===== config.mk =====
export PLATFORM = sky130hd
export DESIGN_NAME = sipu_cell
export DESIGN_NICKNAME = d
export VERILOG_FILES = /design/src/rtl/core/sipu_cell.sv
export SDC_FILE = /design/constraint.sdc
export NUM_CORES = 1
export LEC_CHECK = 0
export ABC_CLOCK_PERIOD_IN_PS = 8300
export BUFFER_PORTS_ARGS = -buffer_cell sky130_fd_sc_hd__buf_2
export CAP_MARGIN = 5
export CORE_MARGIN = 2
export CORE_UTILIZATION = 46
export CTS_BUF_LIST = sky130_fd_sc_hd__clkbuf_8 sky130_fd_sc_hd__clkbuf_16
export DETAILED_ROUTE_END_ITERATION = 16
export PLACE_DENSITY = 0.72
export SLEW_MARGIN = 20
export SYNTH_ARGS = -nofsm -noshare
export SYNTH_HDL_FRONTEND = slang
export SYNTH_SLANG_ARGS = --single-unit

===== constraint.sdc =====
create_clock -name clock -period 8.3 [get_ports clock]
set_input_delay 0.83 -clock clock [delete_from_list [all_inputs] [get_ports clock]]
set_output_delay 0.83 -clock clock [all_outputs]
set_load 0.03 [all_outputs]

===== src/rtl/core/sipu_cell.sv =====
// One digit of the two point divisions (x and y lanes).
// rem' = 2*rem + bit*n1, digit 0..2 taken off against den.
module sipu_cell #(
   parameter int W   = 16,
   parameter int N   = 35,
   parameter int SB  = 36,
   parameter int IDX = 0
) (
   input  logic          clock,
   input  logic          reset,
   input  logic          in_valid,
   output logic          in_ready,
   output logic          out_valid,
   input  logic          out_ready,
   input  logic [N-1:0]  den_i,
   input  logic [N-1:0]  n1_i,
   input  logic [W:0]    mx_i,
   input  logic [W:0]    my_i,
   input  logic [N-1:0]  rx_i,
   input  logic [N-1:0]  ry_i,
   input  logic [W:0]    qx_i,
   input  logic [W:0]    qy_i,
   input  logic [SB-1:0] side_i,
   output logic [N-1:0]  den_o,
   output logic [N-1:0]  n1_o,
   output logic [W:0]    mx_o,
   output logic [W:0]    my_o,
   output logic [N-1:0]  rx_o,
   output logic [N-1:0]  ry_o,
   output logic [W:0]    qx_o,
   output logic [W:0]    qy_o,
   output logic [SB-1:0] side_o
);

   localparam int BIT = W - IDX;

   logic          valid_ff;
   logic [N-1:0]  den_ff, n1_ff, rx_ff, ry_ff;
   logic [W:0]    mx_ff, my_ff, qx_ff, qy_ff;
   logic [SB-1:0] side_ff;
   logic [N+W:0]  lane_x_in, lane_y_in;

   function automatic logic [N+W:0] div_step(input logic [N-1:0] rem,
                                             input logic [W:0] q,
                                             input logic b,
                                             input logic [N-1:0] den,
                                             input logic [N-1:0] n1);
      logic [N+1:0] t, d1, d2;
      logic [W:0]   qn;
      logic [N-1:0] rn;
      t  = {1'b0, rem, 1'b0} + (b ? {2'b00, n1} : '0);
      d1 = {2'b00, den};
      d2 = {1'b0, den, 1'b0};
      if (t >= d2) begin
         rn = N'(t - d2);
         qn = {q[W-1:0], 1'b0} + (W+1)'(2);
      end else if (t >= d1) begin
         rn = N'(t - d1);
         qn = {q[W-1:0], 1'b0} + (W+1)'(1);
      end else begin
         rn = N'(t);
         qn = {q[W-1:0], 1'b0};
      end
      return {qn, rn};
   endfunction

   assign lane_x_in = div_step(rx_i, qx_i, mx_i[BIT], den_i, n1_i);
   assign lane_y_in = div_step(ry_i, qy_i, my_i[BIT], den_i, n1_i);

   assign in_ready  = !valid_ff || out_ready;
   assign out_valid = valid_ff;

   always_ff @(posedge clock) begin
      if (reset) begin
         valid_ff <= 1'b0;
      end else if (in_ready) begin
         valid_ff <= in_valid;
      end
   end

   always_ff @(posedge clock) begin
      if (in_ready && in_valid) begin
         den_ff  <= den_i;
         n1_ff   <= n1_i;
         mx_ff   <= mx_i;
         my_ff   <= my_i;
         side_ff <= side_i;
         {qx_ff, rx_ff} <= lane_x_in;
         {qy_ff, ry_ff} <= lane_y_in;
      end
   end

   assign den_o  = den_ff;
   assign n1_o   = n1_ff;
   assign mx_o   = mx_ff;
   assign my_o   = my_ff;
   assign rx_o   = rx_ff;
   assign ry_o   = ry_ff;
   assign qx_o   = qx_ff;
   assign qy_o   = qy_ff;
   assign side_o = side_ff;

endmodule


==> results of run 1 <==
## cells in the final DEF, fill, tap and decap left out, types with 24 or more instances in the layout
master / count
buf_2: 491
edfxtp_1: 244
ha_1: 210
a21oi_1: 200
nand2_1: 136
xnor2_1: 126
o21ai_0: 120
nor2_1: 117
inv_1: 97
a21o_1: 88
xor2_1: 81
and2_1: 79
mux2i_1: 65
nand3_1: 52
nor3_1: 39
nand4_1: 38
o21a_1: 30
clkbuf_16: 29
and3_1: 27
a31oi_1: 25
nand2b_1: 25
o21bai_1: 24
## kinds of logic (layout without fill, tap and decap cells)
kind of cell	count (synthesis)	after routing	synth area share (%)
AND/OR/NAND/NOR	580	580	14.6
XOR/XNOR	207	207	9.01
multiplexers	71	71	3.57
other	0	5	0
flip-flops	245	245	36.5
buffers and inverters	144	652	2.85
adder cells (fa/ha/maj)	216	216	13.6
AO/OA/AOI/OAI	621	621	19.9
## through the flow
step / utilization (%) / std cells / area, µm² / hold slack, ns / power (W)
2_1_floorplan: - / 2084 / 20100 / 0.860 / 0.00373
3_3_place_gp: 53.8 / 3125 / 23200 / 0.502 / 0.00443
3_5_place_dp: 53.8 / 3125 / 23200 / 0.516 / 0.00446
4_1_cts: 56.3 / 3177 / 24300 / 0.395 / 0.00589
5_1_grt: 56.3 / 3182 / 24300 / 0.424 / 0.00622
6_report: 56.3 / 3182 / 24300 / 0.414 / 0.00590
## worst max path at each step
stage	startpoint	end	slack, ns	cells past startpoint
after floorplan	out_ready	den_o[0]	0.92	2
after global placement	my_i[16]	ry_o[4]	0.99	25
after detailed placement	my_i[16]	ry_o[33]	0.90	25
after CTS	my_i[16]	ry_o[33]	1.43	25
after global routing	my_i[16]	ry_o[33]	0.97	25
final	my_i[16]	ry_o[33]	1.29	25
## per-layer routing
metal | wire length (µm) | vias up
li1 | - | 8794
met1 | 27700 | 8919
met2 | 32500 | 710
met3 | 4650 | 115
met4 | 2140 | 0
met5 | 0 | -
## area by class of cell
type                       count  area share [%]
multi-input combinational   1695            50.3
clock inverter                23            1.38
sequential                   245            30.2
inverter                      94            1.45
tap                          585            3.01
clock buffer                  29            2.99
antenna                        5          0.0515
timing repair buffer         506            10.6
## power by group through the flow
stage / combinational, W / sequential [W] / clock (W)
2_1_floorplan: 0.00171 / 0.00202 / 0
3_5_place_dp: 0.00278 / 0.00168 / 0
6_report: 0.00283 / 0.00165 / 0.00141
4_1_cts: 0.00280 / 0.00165 / 0.00143
3_3_place_gp: 0.00276 / 0.00167 / 0
5_1_grt: 0.00308 / 0.00167 / 0.00148
## flip-flops by register name (all words and copies together), names as in the netlist
name	cells
den_o	35
mx_o	17
my_o	17
n1_o	35
out_valid	1
qx_o	17
qy_o	17
rx_o	35
ry_o	35
side_o	36
==> impl_metrics.tcl, run 1 <==
set metrics [dict create \
    yosys_warnings 0 \
    syn_inst 2084 \
    reg2reg_setup_slack_ns 6.14 \
    ys.flop_type "edfxtp_1" \
    fmax_mhz 143 \
    grt-ovfl-total 0 \
    post_cts_resized 0 \
    p_seq_share_pct 28.0 \
    met3_usage_pct 3.57 \
    clk_path_buf_depth 3 \
    grtUsageTotal_pct 28.0 \
    via_count 18500 \
    clk_pin_slew_worst_paths_ns 0.06 \
    grt_max_degree 148 \
    layout.nets 3034 \
    reg2reg_depth 3 \
    synth_most_common_cell "edfxtp_1" \
    drive_gt1_share_pct 22.6 \
    timing.final.crit_share_pct 84.5 \
    dp_slack_ns 0.897 \
    synth_top_area_share_pct 36.4 \
    synth_common_cells "edfxtp_1 (244), ha_1 (210), a21oi_1 (200), nand2_1 (136), xnor2_1 (126)" \
    cts_tree "built" \
    dpl.hpwl_mm 54.3 \
    postRouteAntennaNets 0 \
    core_area_um2 43200 \
    seq_area_um2 7350 \
    cts_root_buffer "clkbuf_16" \
    yosysSeqAreaShare_pct 36.5 \
    worst_pin_slew_ns 0.891 \
    die_w_um 213 \
    p_comb_share_pct 48.0 \
    multi_input_area_um2 12200 \
    wire_per_inst_um 21.0 \
    vias_per_cell 5.83 \
    worstSkewPairLatency_ns 0.56 \
    cts-buffers-inserted 28 \
    fill_cells 3909 \
    postCtsHoldBufs 0 \
    grt_pass1_wl_mm 98.4 \
    top_usage_layer "met2" \
    grt_pass1_vias 17800 \
    syn_nets 2548 \
    synthesis.area_um2 20100 \
    h-tree-depth 1 \
    switchingPower_w 0.00236 \
    drc 0 \
    synthTopCellsByArea "edfxtp_1 (36%), ha_1 (13%), xnor2_1 (5.5%)" \
    hp-start "reset" \
    portBuffers 491 \
    worstPathRequired_ns 8.56 \
    critPathMaxFanout 22 \
    num_rows 76 \
    first_iter_violations 1353 \
    maxSlewHeadroom_pct 40.6 \
    io_pins 494 \
    worst_slack_ns 1.29 \
    rr_startpoint "out_valid" \
    setup_tns_ns 0 \
    path_class "input pin to register" \
    max_stage_delay_ns 0.75 \
    gp_congestion 0.982 \
    design.die.area_um2 45500 \
    ys_types 80 \
    hp-class "input pin to register" \
    power.density_nw_per_um2 243 \
    holdPathEnd "out_valid" \
    drtPass1Iterations 5 \
    ir_drop_v 0.000301 \
    finalSetupViolCount 0 \
    synth_top_area_cell "edfxtp_1" \
    totalWireLength_mm 66.9 \
    avgSynthCellArea_um2 9.66 \
    crit_family "compound AO/OA/AOI/OAI gates" \
    die-height_um 213 \
    cp.buffers_inverters 3 \
    hold_violations 0 \
    yosys_register_bits 245 \
    post-cts-setup-buffers 0 \
    clkPwrFrac_pct 24.0 \
    arrival_ns 7.27 \
    drv_slew 0 \
    rsz0062_at_grt "false" \
    p_sw_share_pct 40.0 \
    cts.sinks 245 \
    cap_violations 0 \
    leakagePower_nw 11.1 \
    intPower_w 0.00354 \
    area_delta_synth_final_pct 20.8 \
    fin_crit_ns 7.01 \
    reg2reg_to "n1_o[23]" \
    synth-edff-count 244 \
    slowest_stage "a31oi_1" \
    cp-start-kind "input pin" \
    grt_use_met1_pct 35.7 \
    met2_usage_pct 48.6 \
    end_kind "register" \
    start_util_pct 46.6 \
    fin_skew_ns 0.00779 \
    worstHoldPathCells 2 \
    antenna_found_initial 6 \
    synthArstFlopShare_pct 0 \
    status "complete, no violations" \
]
(Power assumes the default switching activity.)
==> inputs of run 2 (changes only) <==
--- a/config.mk
+++ b/config.mk
@@ -5,7 +5,7 @@
 export SDC_FILE = /design/constraint.sdc
 export NUM_CORES = 1
 export LEC_CHECK = 0
-export ABC_CLOCK_PERIOD_IN_PS = 8300
+export ABC_CLOCK_PERIOD_IN_PS = 7400
 export BUFFER_PORTS_ARGS = -buffer_cell sky130_fd_sc_hd__buf_2
 export CAP_MARGIN = 5
 export CORE_MARGIN = 2
==> constraint.sdc (replaced) <==
create_clock -name clock -period 7.4 [get_ports clock]
set_input_delay 0.74 -clock clock [delete_from_list [all_inputs] [get_ports clock]]
set_output_delay 0.74 -clock clock [all_outputs]
set_load 0.03 [all_outputs]
==> impl_metrics.tcl, run 2 (synthesis results as in run 1) <==
set metrics [dict create \
    status "complete, no violations" \
    worstPathRequired_ns 7.69 \
    cts.sinks 245 \
    cts_root_buffer "clkbuf_16" \
    io_pins 494 \
    clk_path_buf_depth 3 \
    grt_max_degree 109 \
    fmax_mhz 157 \
    postRouteAntennaNets 0 \
    portBuffers 491 \
    grt-ovfl-total 0 \
    clk_pin_slew_worst_paths_ns 0.06 \
    area_delta_synth_final_pct 20.8 \
    hp-class "input pin to register" \
    arrival_ns 6.65 \
    leakagePower_nw 11.1 \
    cts_tree "built" \
    worst_pin_slew_ns 0.944 \
    top_usage_layer "met2" \
    grtUsageTotal_pct 28.1 \
    worstSkewPairLatency_ns 0.57 \
    design.die.area_um2 45500 \
    fill_cells 3928 \
    fin_skew_ns 0.0167 \
    die_w_um 213 \
    drtPass1Iterations 5 \
    post-cts-setup-buffers 0 \
    met3_usage_pct 3.44 \
    layout.nets 3049 \
    cp-start-kind "input pin" \
    antenna_found_initial 9 \
    rsz0062_at_grt "false" \
    h-tree-depth 1 \
    cts-buffers-inserted 28 \
    post_cts_resized 0 \
    seq_area_um2 7350 \
    path_class "input pin to register" \
    multi_input_area_um2 12200 \
    power_w 0.00649 \
    final_cell_mix "buf_2 (491), edfxtp_1 (244), ha_1 (210), a21oi_1 (200), nand2_1 (136)" \
    critPathMaxFanout 16 \
    start_util_pct 46.6 \
    drv_slew 0 \
    met2_usage_pct 49.3 \
    totalWireLength_mm 67.2 \
    timing.final.crit_share_pct 86.0 \
    via_count 18400 \
    grt_use_met1_pct 35.8 \
    core_area_um2 43200 \
    first_iter_violations 1342 \
    grt_pass1_vias 17700 \
    end_kind "register" \
    num_rows 76 \
    maxSlewHeadroom_pct 37.1 \
    wire_per_inst_um 21.0 \
    ir_drop_v 0.000187 \
    power.density_nw_per_um2 267 \
    grt_pass1_wl_mm 98.7 \
    cap_violations 0 \
    hold_violations 0 \
    drc 0 \
    postCtsHoldBufs 0 \
    largest_register_ffs 36 \
    final_common_cell "buf_2" \
    gp_congestion 0.981 \
    drive_gt1_share_pct 22.6 \
    finalSetupViolCount 0 \
    fin_crit_ns 6.36 \
    die-height_um 213 \
    vias_per_cell 5.76 \
    setup_tns_ns 0 \
    dpl.hpwl_mm 54.6 \
]
run 2: cell count changes in the layout (fill, tap and decap cells not counted), moves of 2 or more:
cell / change
buf_4: +14
bufinv_16: -4
clkinv_1: +10
clkinv_2: -2
clkinvlp_4: -3
run 2: worst paths after layout:
path                                 from         to  slack [ns]  depth (start not counted)
worst max-delay path             my_i[16]   qy_o[15]        1.04                         27
worst min-delay path                reset  out_valid        0.33                          2
worst max register to register  out_valid    ry_o[6]        4.90                          3
worst min register to register  out_valid  out_valid        0.52                          2
run 2: area by class of cell:
cell class / count / area share, %
clock inverters: 23 / 0.865
diodes: 6 / 0.0618
well taps: 585 / 3.01
multi-input cells: 1695 / 50.3
inverters: 94 / 1.45
clock buffers: 29 / 2.99
flip-flops and latches: 245 / 30.2
repair buffers: 521 / 11.1
run 2: worst max-delay path, stage by stage:
cell	delay, ns
buf_2	0.22
and2_1	0.21
ha_1	0.21
inv_1	0.08
fa_1	0.20
nor2b_1	0.07
o31a_1	0.29
o211ai_2	0.19
nand3b_2	0.17
a21boi_0	0.33
o21bai_1	0.15
a31o_2	0.26
a211oi_1	0.27
nor2_1	0.14
ha_1	0.39
nor2_1	0.06
nor2_1	0.10
nor2_1	0.06
or3_1	0.30
o22ai_1	0.42
a31oi_1	0.15
buf_4	0.19
o211ai_4	0.49
and3_1	0.32
nand4_1	0.23
nor3_1	0.28
xor2_1	0.12
run 2: routing by layer:
| layer | share of wire (%) | up-vias |
|---|---|---|
| met3 | 6.2 | 108 |
| met1 | 42 | 8799 |
| met2 | 49 | 676 |
| li1 | - | 8842 |
| met5 | 0 | - |
| met4 | 3.2 | 0 |
run 2: where the power goes:
part / leakage (nW) / internal, W / switching [W]
combinational: 8.29 / 0.00120 / 0.00201
sequential: 2.37 / 0.00180 / 0.0000611
clock: 0.470 / 0.000845 / 0.000575
total: 11.1 / 0.00384 / 0.00264
run 2: through the flow:
stage          worst slack [ns]  util, %  hold slack (ns)  instance area (µm²)  std cells
2_1_floorplan             0.109        -            0.809                20100       2084
3_3_place_gp              0.678     54.1            0.497                23400       3140
3_5_place_dp              0.567     54.1            0.516                23400       3140
4_1_cts                    1.13     56.3            0.305                24300       3192
5_1_grt                   0.703     56.3            0.325                24300       3198
6_report                   1.04     56.3            0.331                24300       3198
